## src/bbc_pkg.sv

```systemverilog
// Shared types and constants of the bracket balance checker.
package bbc_pkg;

    localparam int STACK_DEPTH_DEF = 128;

    localparam logic [7:0] CHAR_OPEN_ROUND   = 8'h28;  // (
    localparam logic [7:0] CHAR_CLOSE_ROUND  = 8'h29;  // )
    localparam logic [7:0] CHAR_OPEN_SQUARE  = 8'h5B;  // [
    localparam logic [7:0] CHAR_CLOSE_SQUARE = 8'h5D;  // ]
    localparam logic [7:0] CHAR_OPEN_CURLY   = 8'h7B;  // {
    localparam logic [7:0] CHAR_CLOSE_CURLY  = 8'h7D;  // }

    typedef enum logic [1:0] {
        KIND_ROUND  = 2'd0,
        KIND_CURLY  = 2'd1,
        KIND_SQUARE = 2'd2,
        KIND_NONE   = 2'd3
    } t_kind;

    typedef enum logic [2:0] {
        REASON_OK       = 3'd0,
        REASON_MISMATCH = 3'd1,
        REASON_NO_OPEN  = 3'd2,
        REASON_UNCLOSED = 3'd3,
        REASON_OVERFLOW = 3'd4
    } t_reason;

    // Classified character as it travels from the front to the back.
    typedef struct packed {
        logic  is_open;
        logic  is_close;
        t_kind kind;
        logic  last;
    } t_token;

endpackage

```

## src/bbc_if.sv

```systemverilog
// Request and result channel interfaces of the bracket balance checker.
interface bbc_req_if;
    logic       valid;
    logic       ready;
    logic [7:0] char_in;
    logic       end_of_expr;

    modport source (output valid, output char_in, output end_of_expr, input ready);
    modport sink   (input valid, input char_in, input end_of_expr, output ready);
endinterface

interface bbc_rsp_if;
    logic       valid;
    logic       ready;
    logic       balanced;
    logic [2:0] reason;

    modport source (output valid, output balanced, output reason, input ready);
    modport sink   (input valid, input balanced, input reason, output ready);
endinterface

```

## src/bracket_balance_checker_top.sv

```systemverilog
// Top level of the bracket balance checker.
// The block takes an expression one character request per cycle on i_req, with
// end_of_expr set on the final character, and gives one result on o_rsp per
// expression: balanced, and a reason (0 ok, 1 mismatched kind, 2 close without
// open, 3 unclosed open, 4 stack overflow). The first fault is sticky; later
// characters of that expression are ignored, and the block clears itself after
// the final character. Throughput is one character per cycle while no final
// character waits on a full output register, set by the back stage, which
// does one push or pop of the bracket stack per cycle: the top of the stack
// sits in a register and the RAM read port always prefetches the entry below
// it. A character is loaded into the front register on acceptance, moves on
// into the queue and from there acts on the stack; a final character also
// loads the result register. A finished result waits in an output register
// while new characters keep flowing in; only a final character stalls when
// that register is still occupied.
module bracket_balance_checker_top #(
    parameter int STACK_DEPTH = bbc_pkg::STACK_DEPTH_DEF
) (
    input  logic      i_clk,
    input  logic      i_rst_n,
    bbc_req_if.sink   i_req,
    bbc_rsp_if.source o_rsp
);

    logic            front_valid;
    bbc_pkg::t_token front_token;
    logic            q_ready;
    logic            q_valid;
    bbc_pkg::t_token q_token;
    logic            q_pop;

    // Accept and classify incoming characters.
    bbc_front u_front (
        .i_clk     (i_clk),
        .i_rst_n   (i_rst_n),
        .i_req     (i_req),
        .i_q_ready (q_ready),
        .o_valid   (front_valid),
        .o_token   (front_token)
    );

    // Decouple the front from stalls of the result side.
    bbc_queue u_queue (
        .i_clk   (i_clk),
        .i_rst_n (i_rst_n),
        .i_push  (front_valid),
        .i_token (front_token),
        .o_ready (q_ready),
        .o_valid (q_valid),
        .o_token (q_token),
        .i_pop   (q_pop)
    );

    // Run the stack and hold the result until it is taken.
    bbc_back #(
        .STACK_DEPTH (STACK_DEPTH)
    ) u_back (
        .i_clk      (i_clk),
        .i_rst_n    (i_rst_n),
        .i_valid    (q_valid),
        .i_token    (q_token),
        .o_pop      (q_pop),
        .o_valid    (o_rsp.valid),
        .i_ready    (o_rsp.ready),
        .o_balanced (o_rsp.balanced),
        .o_reason   (o_rsp.reason)
    );

endmodule

```

## src/bbc_ram.sv

```systemverilog
// Generic single-write, single-read RAM with registered read data.
module bbc_ram #(
    parameter int WIDTH  = 2,
    parameter int DEPTH  = 128,
    parameter int ADDR_W = (DEPTH > 1) ? $clog2(DEPTH) : 1
) (
    input  logic              i_clk,
    input  logic              i_we,
    input  logic [ADDR_W-1:0] i_waddr,
    input  logic [WIDTH-1:0]  i_wdata,
    input  logic [ADDR_W-1:0] i_raddr,
    output logic [WIDTH-1:0]  o_rdata
);

    logic [WIDTH-1:0] r_mem [DEPTH];
    logic [WIDTH-1:0] r_rdata;

    always_ff @(posedge i_clk) begin
        if (i_we) begin
            r_mem[i_waddr] <= i_wdata;
        end
        r_rdata <= r_mem[i_raddr];
    end

    assign o_rdata = r_rdata;

endmodule

```

## src/bbc_front.sv

```systemverilog
// Front stage: accept a character request and classify it into a token.
module bbc_front (
    input  logic              i_clk,
    input  logic              i_rst_n,
    bbc_req_if.sink           i_req,
    input  logic              i_q_ready,
    output logic              o_valid,
    output bbc_pkg::t_token   o_token
);

    logic            r_valid;
    logic            n_valid;
    bbc_pkg::t_token r_token;
    bbc_pkg::t_token n_token;
    logic            take;

    assign i_req.ready = !r_valid || i_q_ready;
    assign take        = i_req.valid && i_req.ready;

    always_comb begin
        n_token          = r_token;
        n_valid          = r_valid;
        if (i_q_ready) begin
            n_valid = 1'b0;
        end
        if (take) begin
            n_valid          = 1'b1;
            n_token.last     = i_req.end_of_expr;
            n_token.is_open  = 1'b0;
            n_token.is_close = 1'b0;
            n_token.kind     = bbc_pkg::KIND_NONE;
            case (i_req.char_in)
                bbc_pkg::CHAR_OPEN_ROUND: begin
                    n_token.is_open = 1'b1;
                    n_token.kind    = bbc_pkg::KIND_ROUND;
                end
                bbc_pkg::CHAR_OPEN_CURLY: begin
                    n_token.is_open = 1'b1;
                    n_token.kind    = bbc_pkg::KIND_CURLY;
                end
                bbc_pkg::CHAR_OPEN_SQUARE: begin
                    n_token.is_open = 1'b1;
                    n_token.kind    = bbc_pkg::KIND_SQUARE;
                end
                bbc_pkg::CHAR_CLOSE_ROUND: begin
                    n_token.is_close = 1'b1;
                    n_token.kind     = bbc_pkg::KIND_ROUND;
                end
                bbc_pkg::CHAR_CLOSE_CURLY: begin
                    n_token.is_close = 1'b1;
                    n_token.kind     = bbc_pkg::KIND_CURLY;
                end
                bbc_pkg::CHAR_CLOSE_SQUARE: begin
                    n_token.is_close = 1'b1;
                    n_token.kind     = bbc_pkg::KIND_SQUARE;
                end
                default: begin
                    n_token.kind = bbc_pkg::KIND_NONE;
                end
            endcase
        end
    end

    always_ff @(posedge i_clk) begin
        if (!i_rst_n) begin
            r_valid <= 1'b0;
        end else begin
            r_valid <= n_valid;
        end
        r_token <= n_token;
    end

    assign o_valid = r_valid;
    assign o_token = r_token;

endmodule

```

## src/bbc_queue.sv

```systemverilog
// Two-entry token queue between the front and back stages.
module bbc_queue (
    input  logic            i_clk,
    input  logic            i_rst_n,
    input  logic            i_push,
    input  bbc_pkg::t_token i_token,
    output logic            o_ready,
    output logic            o_valid,
    output bbc_pkg::t_token o_token,
    input  logic            i_pop
);

    bbc_pkg::t_token r_slot [2];
    logic            r_wr_ptr;
    logic            r_rd_ptr;
    logic [1:0]      r_count;
    logic            do_push;
    logic            do_pop;

    assign o_ready = (r_count != 2'd2);
    assign o_valid = (r_count != 2'd0);
    assign o_token = r_slot[r_rd_ptr];
    assign do_push = i_push && o_ready;
    assign do_pop  = i_pop && o_valid;

    always_ff @(posedge i_clk) begin
        if (!i_rst_n) begin
            r_wr_ptr <= 1'b0;
            r_rd_ptr <= 1'b0;
            r_count  <= 2'd0;
        end else begin
            if (do_push) begin
                r_wr_ptr <= !r_wr_ptr;
            end
            if (do_pop) begin
                r_rd_ptr <= !r_rd_ptr;
            end
            case ({do_push, do_pop})
                2'b10:   r_count <= r_count + 2'd1;
                2'b01:   r_count <= r_count - 2'd1;
                default: r_count <= r_count;
            endcase
        end
        if (do_push) begin
            r_slot[r_wr_ptr] <= i_token;
        end
    end

endmodule

```

## src/bbc_back.sv

```systemverilog
// Back stage: run the bracket stack and build the per-expression result.
module bbc_back #(
    parameter int STACK_DEPTH = bbc_pkg::STACK_DEPTH_DEF
) (
    input  logic            i_clk,
    input  logic            i_rst_n,
    input  logic            i_valid,
    input  bbc_pkg::t_token i_token,
    output logic            o_pop,
    output logic            o_valid,
    input  logic            i_ready,
    output logic            o_balanced,
    output logic [2:0]      o_reason
);

    localparam int ADDR_W = (STACK_DEPTH > 1) ? $clog2(STACK_DEPTH) : 1;
    localparam int CNT_W  = $clog2(STACK_DEPTH + 1);

    logic [CNT_W-1:0]  r_depth;
    logic [CNT_W-1:0]  n_depth;
    bbc_pkg::t_reason  r_err;
    bbc_pkg::t_reason  n_err;
    bbc_pkg::t_kind    r_top;
    bbc_pkg::t_kind    n_top;
    logic              r_out_valid;
    logic              n_out_valid;
    logic              r_balanced;
    logic              n_balanced;
    bbc_pkg::t_reason  r_reason;
    bbc_pkg::t_reason  n_reason;

    logic              out_free;
    logic              fire;
    logic              we;
    logic [ADDR_W-1:0] waddr;
    logic [ADDR_W-1:0] raddr;
    logic [CNT_W-1:0]  below_cnt;
    logic [1:0]        below_data;
    logic [CNT_W-1:0]  body_depth;
    bbc_pkg::t_reason  body_err;

    assign out_free = !r_out_valid || i_ready;
    assign fire     = i_valid && (!i_token.last || out_free);
    assign o_pop    = fire;

    // Holds entries of the stack; the top is mirrored in r_top.
    bbc_ram #(
        .WIDTH  (2),
        .DEPTH  (STACK_DEPTH),
        .ADDR_W (ADDR_W)
    ) u_stack (
        .i_clk   (i_clk),
        .i_we    (we),
        .i_waddr (waddr),
        .i_wdata (i_token.kind),
        .i_raddr (raddr),
        .o_rdata (below_data)
    );

    always_comb begin
        body_depth  = r_depth;
        body_err    = r_err;
        n_top       = r_top;
        we          = 1'b0;
        waddr       = r_depth[ADDR_W-1:0];
        n_out_valid = r_out_valid && !i_ready;
        n_balanced  = r_balanced;
        n_reason    = r_reason;

        if (fire && (r_err == bbc_pkg::REASON_OK)) begin
            if (i_token.is_open) begin
                if (r_depth == CNT_W'(STACK_DEPTH)) begin
                    body_err = bbc_pkg::REASON_OVERFLOW;
                end else begin
                    we         = 1'b1;
                    n_top      = i_token.kind;
                    body_depth = r_depth + CNT_W'(1);
                end
            end else if (i_token.is_close) begin
                if (r_depth == '0) begin
                    body_err = bbc_pkg::REASON_NO_OPEN;
                end else begin
                    body_depth = r_depth - CNT_W'(1);
                    n_top      = bbc_pkg::t_kind'(below_data);
                    if (r_top != i_token.kind) begin
                        body_err = bbc_pkg::REASON_MISMATCH;
                    end
                end
            end
        end

        n_depth = body_depth;
        n_err   = body_err;
        if (fire && i_token.last) begin
            n_out_valid = 1'b1;
            n_reason    = body_err;
            if (body_err == bbc_pkg::REASON_OK && body_depth != '0) begin
                n_reason = bbc_pkg::REASON_UNCLOSED;
            end
            n_balanced = (n_reason == bbc_pkg::REASON_OK);
            n_depth    = '0;
            n_err      = bbc_pkg::REASON_OK;
        end

        // Prefetch the entry under the next top so a pop finds it ready.
        below_cnt = n_depth - CNT_W'(2);
        if ({1'b0, n_depth} >= (CNT_W + 1)'(2)) begin
            raddr = below_cnt[ADDR_W-1:0];
        end else begin
            raddr = '0;
        end
    end

    always_ff @(posedge i_clk) begin
        if (!i_rst_n) begin
            r_depth     <= '0;
            r_err       <= bbc_pkg::REASON_OK;
            r_out_valid <= 1'b0;
        end else begin
            r_depth     <= n_depth;
            r_err       <= n_err;
            r_out_valid <= n_out_valid;
        end
        r_top      <= n_top;
        r_balanced <= n_balanced;
        r_reason   <= n_reason;
    end

    assign o_valid    = r_out_valid;
    assign o_balanced = r_balanced;
    assign o_reason   = r_reason;

endmodule

```

## src/flat_wrapper.sv

```systemverilog
// flat-port wrapper written by rule: the top's interface ports become plain ports
module bracket_balance_checker_top_flat 
#(
    parameter int STACK_DEPTH = bbc_pkg::STACK_DEPTH_DEF
)
  (i_clk, i_rst_n, i_req_valid, i_req_char_in, i_req_end_of_expr, i_req_ready, o_rsp_valid, o_rsp_balanced, o_rsp_reason, o_rsp_ready);
  bbc_req_if i_req_i ();
  bbc_rsp_if o_rsp_i ();
  input  logic i_clk;
  input  logic i_rst_n;
  input wire logic [$bits(i_req_i.valid)-1:0] i_req_valid;
  input wire logic [$bits(i_req_i.char_in)-1:0] i_req_char_in;
  input wire logic [$bits(i_req_i.end_of_expr)-1:0] i_req_end_of_expr;
  output wire logic [$bits(i_req_i.ready)-1:0] i_req_ready;
  output wire logic [$bits(o_rsp_i.valid)-1:0] o_rsp_valid;
  output wire logic [$bits(o_rsp_i.balanced)-1:0] o_rsp_balanced;
  output wire logic [$bits(o_rsp_i.reason)-1:0] o_rsp_reason;
  input wire logic [$bits(o_rsp_i.ready)-1:0] o_rsp_ready;
  assign i_req_i.valid = i_req_valid;
  assign i_req_i.char_in = i_req_char_in;
  assign i_req_i.end_of_expr = i_req_end_of_expr;
  assign i_req_ready = i_req_i.ready;
  assign o_rsp_valid = o_rsp_i.valid;
  assign o_rsp_balanced = o_rsp_i.balanced;
  assign o_rsp_reason = o_rsp_i.reason;
  assign o_rsp_i.ready = o_rsp_ready;
  bracket_balance_checker_top #(.STACK_DEPTH(STACK_DEPTH)) u_core (.i_clk(i_clk), .i_rst_n(i_rst_n), .i_req(i_req_i), .o_rsp(o_rsp_i));
endmodule
```

## config.mk

```make
export PLATFORM = sky130hd
export DESIGN_NAME = bracket_balance_checker_top_flat
export DESIGN_NICKNAME = d
export VERILOG_FILES = /design/src/bbc_pkg.sv /design/src/bbc_if.sv /design/src/bracket_balance_checker_top.sv /design/src/bbc_ram.sv /design/src/bbc_front.sv /design/src/bbc_queue.sv /design/src/bbc_back.sv /design/src/flat_wrapper.sv
export SDC_FILE = /design/constraint.sdc
export NUM_CORES = 1
export LEC_CHECK = 0
export ABC_AREA = 0
export BUFFER_PORTS_ARGS = -buffer_cell sky130_fd_sc_hd__buf_2
export CAP_MARGIN = 10
export CORE_AREA = 2 2 154 156
export CTS_BUF_LIST = sky130_fd_sc_hd__clkbuf_8
export DETAILED_ROUTE_END_ITERATION = 8
export DIE_AREA = 0 0 156 158
export GPL_ROUTABILITY_DRIVEN = 0
export HOLD_SLACK_MARGIN = 0.12
export PLACE_DENSITY_LB_ADDON = 0.08
export RECOVER_POWER = 100
export SLEW_MARGIN = 40
export SYNTH_ARGS = -nofsm -noshare
export SYNTH_HDL_FRONTEND = slang
export SYNTH_SLANG_ARGS = --single-unit
```

## constraint.sdc

```tcl
create_clock -name i_clk -period 5.2 [get_ports i_clk]
set_input_delay 1.56 -clock i_clk [delete_from_list [all_inputs] [get_ports i_clk]]
set_output_delay 1.56 -clock i_clk [all_outputs]
set_load 0.01 [all_outputs]
```

### Word level (Yosys, flattened, before mapping)

Memories as Yosys holds them, arrays and structs flattened. A register that Yosys moved wholly into a read port is not among the register bits.
Index checks and enable logic that the tools add are counted.

| word-level totals | value |
|---|---|
| bits in registers | 28 |
| RAM bits | 266 |
| output and inout bits | 6 |
| memories kept | 2 |

Memory list:

| name | words | width | rd ports | clocked after memory_dff | write ports | RTL line | RTL |
|---|---|---|---|---|---|---|---|
| u_core.u_back.u_stack.r_mem | 128 | 2 | 1 | 1 | 1 | bbc_ram.sv:15 | `logic [WIDTH-1:0] r_mem [DEPTH];` |
| u_core.u_queue.r_slot | 2 | 5 | 1 | 1 | 1 | bbc_queue.sv:13 | `bbc_pkg::t_token r_slot [2];` |

| operators by class | value |
|---|---|
| add/sub/neg operators | 5 |
| order comparisons | 1 |
| equal/unequal tests | 13 |
| multiplexer cells | 35 |
| bitwise gates (word level) | 1 |
| reductions and logical operators | 33 |

Operator list:

| kind | number |
|---|---|
| $mux 8 | 6 |
| $eq 8x7->1 const B | 4 |
| $mux 3 | 8 |
| $eq 8x6->1 const B | 2 |
| $mux 1 | 14 |
| $logic_not 3->1 | 3 |
| $add 8x1->8 const B | 1 |
| $eq 8x8->1 const B | 1 |
| $ge 8x2->1 const B | 1 |
| $logic_and 1x1->1 | 8 |
| $logic_not 8->1 | 1 |
| $mux 2 | 4 |
| $reduce_bool 2->1 | 4 |
| $reduce_bool 8->1 | 1 |
| $reduce_or 2->1 | 4 |
| $sub 8x1->8 const B | 1 |
| $mux 7 | 1 |
| $sub 7x2->7 const B | 1 |
| $logic_not 1->1 | 6 |
| $pmux 2 s3 | 1 |
| $reduce_or 3->1 | 2 |
| $ne 2x2->1 const B | 2 |
| $pmux 2 s2 | 1 |
| $reduce_and 4->1 | 1 |
| other kinds (8) | 10 |

### Longest topological paths before layout

Gate-level depths: netlist of run 1.

| logic depth | value |
|---|---|
| depth after elaboration | 11 |
| mapped depth | 23 |
| gate-level depth less buffers | 20 |

### Cells and area by module

Synthesis of run 1 repeated with hierarchy kept, for this count alone.

| second synthesis, totals | value |
|---|---|
| cells, all modules | 844 |
| area, all modules | 12931.2 sq um |

By module, submodules not included:

| module | times used | cells an instance | area an instance (sq um) | seq. area each (sq um) |
|---|---|---|---|---|
| bbc_ram | 1 | 611 | 10612.7 | 7727.4 |
| bbc_back | 1 | 168 | 1433.9 | 420.4 |
| bbc_queue | 1 | 40 | 583.1 | 400.4 |
| bbc_front | 1 | 25 | 301.5 | 170.2 |

### Worst setup path after synthesis of run 1

No wires, ideal clock.

| path | value |
|---|---|
| path type | input port to flip-flop |
| from | in o_rsp_ready |
| to | reg u_core.u_back.u_stack.r_rdata[1], in the netlist u_core.u_back.u_stack.o_rdata[1] (read register of u_core.u_back.u_stack.r_mem) |
| data arrival time | 5.066 ns |
| required time | 5.114 ns |
| slack | 0.048 ns |
| stages on the path | 16 |
| path buffers | 5 |
| path through | nor2b_1 -> or3_1 -> clkbuf_1 -> inv_1 -> clkbuf_1 -> or3_1 -> ha_1 -> buf_2 -> nor2_1 -> clkbuf_1 -> buf_1 -> nor3_1 -> nor4_1 -> nor4_1 -> a211o_1 -> a221oi_2 |

| on the way | value |
|---|---|
| word-level cells in the longest chain between the ends | 8 |
| elaborated cells on any way between the ends | 10 |

Ends and longest elaborated chain:

| item | RTL line | RTL |
|---|---|---|
| start: declaration | flat_wrapper.sv:18 | `input wire logic [$bits(o_rsp_i.ready)-1:0] o_rsp_ready;` |
| $logic_or 1x1->1 (*) | bbc_back.sv:42 | `assign out_free = !r_out_valid \|\| i_ready;` |
| $logic_or 1x1->1 (*) | bbc_back.sv:43 | `assign fire = i_valid && (!i_token.last \|\| out_free);` |
| $logic_and 1x1->1 (*) | bbc_back.sv:43 |  |
| $logic_and 1x1->1 | bbc_back.sv:70 | `if (fire && (r_err == bbc_pkg::REASON_OK)) begin` |
| $mux 8 | bbc_back.sv:70 |  |
| $mux 8 (*) | bbc_back.sv:94 | `if (fire && i_token.last) begin` |
| $sub 7x2->7 or $ge 8x2->1 (tied branches) | bbc_back.sv:106, bbc_back.sv:107 |  |
| $mux 7 (*) | bbc_back.sv:107 | `if ({1'b0, n_depth} >= (CNT_W + 1)'(2)) begin` |
| end: declaration | bbc_ram.sv:16 | `logic [WIDTH-1:0] r_rdata;` |

Mark *: on every way between the ends. The rest lies on a longest branch, timed or not.
A chain may end at the register's enable or synchronous reset.

### Final worst setup path of run 1

Same ends and word-level chain as after synthesis.

==> results of run 1 <==
placed cells by master (no fill, tap or decap), types with 6 or more instances in the layout:
| cell | count |
|---|---|
| a21oi_1 | 42 |
| a221oi_1 | 8 |
| a31oi_1 | 22 |
| and2_1 | 8 |
| and3_1 | 10 |
| buf_12 | 6 |
| buf_2 | 9 |
| buf_4 | 50 |
| clkbuf_1 | 15 |
| clkbuf_8 | 47 |
| clkinv_1 | 16 |
| clkinv_2 | 9 |
| dfxtp_1 | 20 |
| edfxtp_1 | 277 |
| inv_1 | 22 |
| mux2i_1 | 32 |
| nand2_1 | 159 |
| nand2b_1 | 6 |
| nand3_1 | 32 |
| nor2_1 | 187 |
| nor2b_1 | 7 |
| nor3_1 | 22 |
| o211ai_1 | 15 |
| o21ai_0 | 24 |
| o21ai_1 | 6 |
| o221ai_1 | 15 |
| o22ai_1 | 11 |
| or3_1 | 7 |
| xnor2_1 | 6 |
per-stage QoR:
step	cells	TNS, ns
6_report	1523	0
4_1_cts	1523	0
3_5_place_dp	1436	-0.190
3_3_place_gp	1436	0
5_1_grt	1523	0
2_1_floorplan	1128	0
flip-flops by register name, summed over array words and instances (netlist names), named ones only:
register	count
u_core.u_queue.r_wr_ptr	1
u_core.u_back.o_valid	1
u_core.u_back.u_stack.o_rdata	2
u_core.u_queue.r_count	2
u_core.u_front.o_token	5
u_core.u_back.o_balanced	1
u_core.u_queue.r_rd_ptr	1
u_core.u_front.o_valid	1
u_core.u_back.u_stack.r_mem	256
u_core.u_back.r_top	2
u_core.u_back.r_depth	8
u_core.u_back.o_reason	3
u_core.u_queue.r_slot	10
u_core.u_back.r_err	3
kinds of logic (layout without fill, tap and decap cells):
family,Yosys count,count (layout),share of synthesized area [%]
XOR/XNOR,8,8,0.522
multiplexers,39,39,3.10
flip-flops,297,297,65.0
buffers and inverters,78,183,2.84
adder cells (fa/ha/maj),5,5,0.466
AND/OR/NAND/NOR,468,468,15.3
AO/OA/AOI/OAI,233,233,12.8
routing by layer:
layer / wire length, µm / vias up / track usage [%]
li1: - / 4389 / -
met1: 15100 / 4790 / 42.1
met2: 16700 / 523 / 47.8
met3: 3540 / 98 / 6.05
met4: 1390 / 0 / 12.4
met5: 0 / - / 0
final timing paths:
kind	end	slack [ns]
max reg2reg	u_core.u_back.u_stack.o_rdata[1]	0.39
min	u_core.u_queue.r_slot[0][3]	0.45
min reg2reg	u_core.u_queue.r_slot[0][3]	0.45
max	u_core.u_back.u_stack.o_rdata[1]	0.28
cell type report:
| cell class | instances | area, µm² | area share, % |
|---|---|---|---|
| clock buffer | 47 | 647 | 4.33 |
| clock inverter | 40 | 209 | 1.40 |
| inverter | 13 | 51.3 | 0.343 |
| multi-input combinational | 753 | 4330 | 29.0 |
| sequential | 297 | 8720 | 58.4 |
| tap | 290 | 363 | 2.43 |
| timing repair buffer | 83 | 614 | 4.11 |
==> reports/qor.yml, run 1 <==
status: "complete, but fails checks"
violations: "max-capacitance violations, max-slew violations"
yosys-top-cells-count: "277 x edfxtp_1, 188 x nor2_1, 159 x nand2_1, 43 x a21oi_1"
period_minus_slack_ns: 4.92
vias: 9800
fin_crit_sh_pct: 94.5
ys_types: 92
detail-route-antenna-nets: 0
fin_area_um2: 14900
grt_max_degree: 81
drive_gt1_share_pct: 13.1
cts_inserted_buffers: 47
synthArstFlopShare_pct: 0
grt_pass1_vias: 9414
crit_buf_inv: 2
cp_cell_sequence: "buf_2 -> nand2b_1 -> o22ai_2 -> inv_1 -> o211ai_1 -> a22o_1 -> nor2_1 -> nand2_1 -> ha_1 -> nand2_1 -> a211oi_1 -> a31oi_1 -> nor4bb_2 -> nor2_1 -> o21ai_0 -> nor2_1 -> nand2_1 -> a211oi_1 -> a211o_1 -> a221oi_1"
cp_num_cells: 20
critPathRequiredTime_ns: 5.64
place_ws_ns: -0.100
slew_viol_final: 181
synthesis.area_um2: 13400
critPathLaunch: "o_rsp_ready"
cp_slowest_cell: "nor2_1"
crit_path_max_fanout: 6
cp-start-kind: "input pin"
cts_tree: "yes"
cts-resized-gates: 0
post_drt_wl_per_cell_um: 24.1
root_buffer: "clkbuf_8"
totalWireLength_mm: 36.7
syn_area_per_cell_um2: 11.9
fmax_mhz: 203
post_dp_cell_area_um2: 14100
drc: 0
die_w_um: 156
grt_pass1_wl_mm: 55.9
insertion_delay_ns: 0.60
critPathMaxStageDelay_ns: 0.41
relSlewSlack_pct: -19.2
dpl.hpwl_mm: 24.0
hold_class: "flop to flop"
max_cap_violations: 3
syn_nets: 1146
cp_top_family: "compound AO/OA/AOI/OAI gates"
core_area_um2: 23100
finalHoldViolations: 0
rr_startpoint: "u_core.u_back.r_depth[0]"
num_antenna_cells: 0
clkTransAtPathRegs_ns: 0.06
synth_top_area_share_pct: 62.0
hold_path_startpoint: "u_core.u_front.o_token[3]"
synth-edff-count: 277
fin_util_pct: 64.8
die_y_um: 158
cts_sinks: 297
crit_path_end_kind: "flop"
portBuffers: 18
pin_count: 19
synth.area.top_cells: "edfxtp_1 62%, nor2_1 5.3%, nand2_1 4.4%"
cts.path.max_buffers: 3
holdPathStages: 0
final.setup_skew_ns: 0.0423
start_util_pct: 58.2
synth_seq_cells: 297
layout.nets: 1213
tightest_slew_ns: 1.78
synth-warning-count: 0
cts_setup_buffers: 0
arrival_ns: 5.36
die_area_um2: 24600
synth-main-ff-cell: "edfxtp_1"
path_class: "input pin to flop"
postCtsHoldBufs: 0
rsz0062_at_grt: "no"
synth.most_common_cell: "edfxtp_1"
rows: 56
areaGrowthSynthToFinish_pct: 11.3
htreeDepth: 2
yosysTopAreaCell: "edfxtp_1"
fillCellCount: 1835
setup_slack_ns: 0.284
dr.pass1.iters: 7
grt_usage_pct: 30.4
via_per_inst: 6.43
drt_iter0_markers: 1021
holdWs_ns: 0.445
antenna_found_initial: 1
ys_seq_area_share_pct: 65.0
overflow: 0
syn_inst: 1128
setup_viol: 0
ff2ff_path_depth: 20
Power of run 1 is not shown: default switching activity piles up to over one toggle a cycle in this logic, so the estimate is an artifact.
==> run 2, diff against run 1 <==
Settings changed: CORE_AREA 2 2 154 156 to 2 2 153 155, DIE_AREA 0 0 156 158 to 0 0 155 157.
Clock period 5.2 ns to 6.35 ns, I/O delays scaled along.
==> run 2 against run 1 <==
  * Sequential share of layout area increased by 1.1 points
  * The run still ends with max-capacitance violations, max-slew violations left
  * Core utilization increased by 0.35 points
  * Count of clock-buffer cells in the layout increased by 5
  * Wire length about the same
  * Cell area decreased by 1.9%
  * Die area decreased by 1.3%
  * Highest routed layer unchanged
  * Non-clock buffer count decreased by 35
  * Flip-flop and latch count unchanged
  * First-iteration DRC count increased by 22%
  * Setup slack improved by 0.33 ns
  * Global-route usage increased by 0.43 points
  * Via count decreased by 0.17%
==> reports/qor.yml, run 2 (same netlist as run 1, synthesis figures left out) <==
num_antenna_cells: 0  # unchanged
grt_use_met2_pct: 49.3  # +1.5 points
holdPathStages: 0  # unchanged
cts_tree: "yes"
period_minus_slack_ns: 5.74
cts_sinks: 297  # unchanged
arrival_ns: 6.21  # +0.85 ns
htreeDepth: 2  # unchanged
grt_usage_pct: 30.9  # +0.43 points
crit_path_end_kind: "flop"
fillCellCount: 1806  # -1.6%
pin_count: 19  # unchanged
tightest_slew_ns: 1.92  # +0.137 ns
whs_endpoint: "u_core.u_queue.r_slot[1][2]"
relSlewSlack_pct: -28.4  # -9.2 points
via_per_inst: 6.63  # +3.0%
rows: 55  # -1.8%
place_inst: 1396  # -2.8%
fin_cells: 1476  # -3.1%
die_area_um2: 24300  # -1.3%
fin_crit_sh_pct: 90.4
dr.pass1.iters: 5  # -2
busiest_layer: "met2"
cts.path.max_buffers: 3  # unchanged
cts_inserted_buffers: 46  # -2.1%
totalWireLength_mm: 36.7  # about the same
drc: 0  # unchanged
clkTransAtPathRegs_ns: 0.06  # about the same
path_class: "input pin to flop"
rsz0062_at_grt: "no"
drive_gt1_share_pct: 11.1  # -2.0 points
r2r-end: "u_core.u_back.u_stack.o_rdata[0]"
final_cell_mix: "277 x edfxtp_1, 187 x nor2_1, 159 x nand2_1, 52 x clkbuf_8, 42 x a21oi_1"
layout.nets: 1177  # -3.0%
dpl.hpwl_mm: 23.1  # -3.4%
antenna_found_initial: 0  # -1
finalHoldViolations: 0  # unchanged
hold_path_startpoint: "u_core.u_front.o_token[2]"
postCtsHoldBufs: 0  # unchanged
grt_pass1_vias: 9653  # +2.5%
areaGrowthSynthToFinish_pct: 9.24
insertion_delay_ns: 0.57  # -0.03 ns
grt_max_degree: 86  # +6.2%
cts-resized-gates: 0  # unchanged
crit_path_max_fanout: 23  # +17
max_flop_register: "u_core.u_back.u_stack.r_mem"
reg.largest.list: "u_core.u_back.u_stack.r_mem (256), u_core.u_queue.r_slot (10), u_core.u_back.r_depth (8)"
root_buffer: "clkbuf_8"
slew_viol_final: 140  # -23%
cp-start-kind: "input pin"
final_common_cell: "edfxtp_1"
gr-usage-met3_pct: 6.00  # -0.048 points
cts_setup_buffers: 0  # unchanged
largest_reg_flops: 256  # unchanged
vias: 9783  # -0.17%
r2r_slack_ns: 1.12  # +0.73 ns
core_area_um2: 22500  # -2.4%
portBuffers: 18  # unchanged
start_util_pct: 59.6  # +1.4 points
overflow: 0  # unchanged
grt_pass1_wl_mm: 56.0  # +0.23%
hold_class: "flop to flop"
drt_iter0_markers: 1242  # +22%
use_met1_pct: 41.8  # -0.31 points
max_cap_violations: 3  # unchanged
violations: "max-capacitance violations, max-slew violations"
detail-route-antenna-nets: 0  # unchanged
final.setup_skew_ns: 0.0149  # -0.0274 ns
setup_viol: 0  # unchanged
ff2ff_path_depth: 14  # -30%
status: "complete, but fails checks"
die_y_um: 157  # -0.63%
die_w_um: 155  # -0.64%
final.setup.tns_ns: 0  # unchanged
critPathRequiredTime_ns: 6.82  # +1.18 ns
fmax_mhz: 174
post_drt_wl_per_cell_um: 24.9  # +3.1%
==> run 2: cell types whose count changed in the layout (fill, tap and decap cells not counted), moves of 5 or more <==
cell	delta
buf_12	-6
buf_4	-27
clkbuf_8	+5
clkinv_1	-9
clkinv_2	-5
==> run 2: area by class of cell <==
type	count	area (µm²)	area share [%]
Clock buffer	52	716	4.88
Clock inverter	28	174	1.19
Inverter	13	51.3	0.350
Multi-Input combinational cell	753	4360	29.8
Sequential cell	297	8720	59.5
Tap cell	285	357	2.43
Timing Repair Buffer	48	282	1.92
==> run 2: worst max path at each step <==
| stage | startpoint | endpoint |
|---|---|---|
| floorplan | o_rsp_ready | u_core.u_back.u_stack.o_rdata[1] |
| global placement | o_rsp_ready | u_core.u_back.u_stack.o_rdata[0] |
| detailed placement | o_rsp_ready | u_core.u_back.u_stack.o_rdata[0] |
| CTS | o_rsp_ready | u_core.u_back.u_stack.o_rdata[0] |
| global route | o_rsp_ready | u_core.u_back.u_stack.o_rdata[0] |
| finish | o_rsp_ready | u_core.u_back.u_stack.o_rdata[0] |
==> run 2: through the flow <==
step	cell area (µm²)	utilization (%)	setup WS, ns	hold WS [ns]
global route	14700	65.1	0.314	0.468
detailed placement	13800	61.4	0.390	0.441
floorplan	13400	-	0.853	0.421
finish	14700	65.1	0.612	0.450
global placement	13800	61.3	0.519	0.427
CTS	14700	65.4	0.989	0.453
==> run 2: layer usage <==
| metal | vias to the layer above | share of wire (%) |
|---|---|---|
| li1 | 4316 | - |
| met1 | 4759 | 40 |
| met2 | 573 | 46 |
| met3 | 135 | 9.9 |
| met4 | 0 | 4.4 |
| met5 | - | 0 |
==> run 2: worst max-delay path: stages <==
cell and delay [ns]:
buf_2 0.09, nand2b_1 0.11, o22ai_1 0.14, nor2_1 0.54, clkbuf_1 0.30, mux2i_1 0.13
and3_1 0.32, and3_1 0.40, a21oi_4 0.78, buf_4 0.33, a211oi_1 0.07, o311ai_1 0.45
o211ai_1 0.17, o22a_1 0.23, a2111oi_2 0.20
Power of run 2 is left out for the same reason.
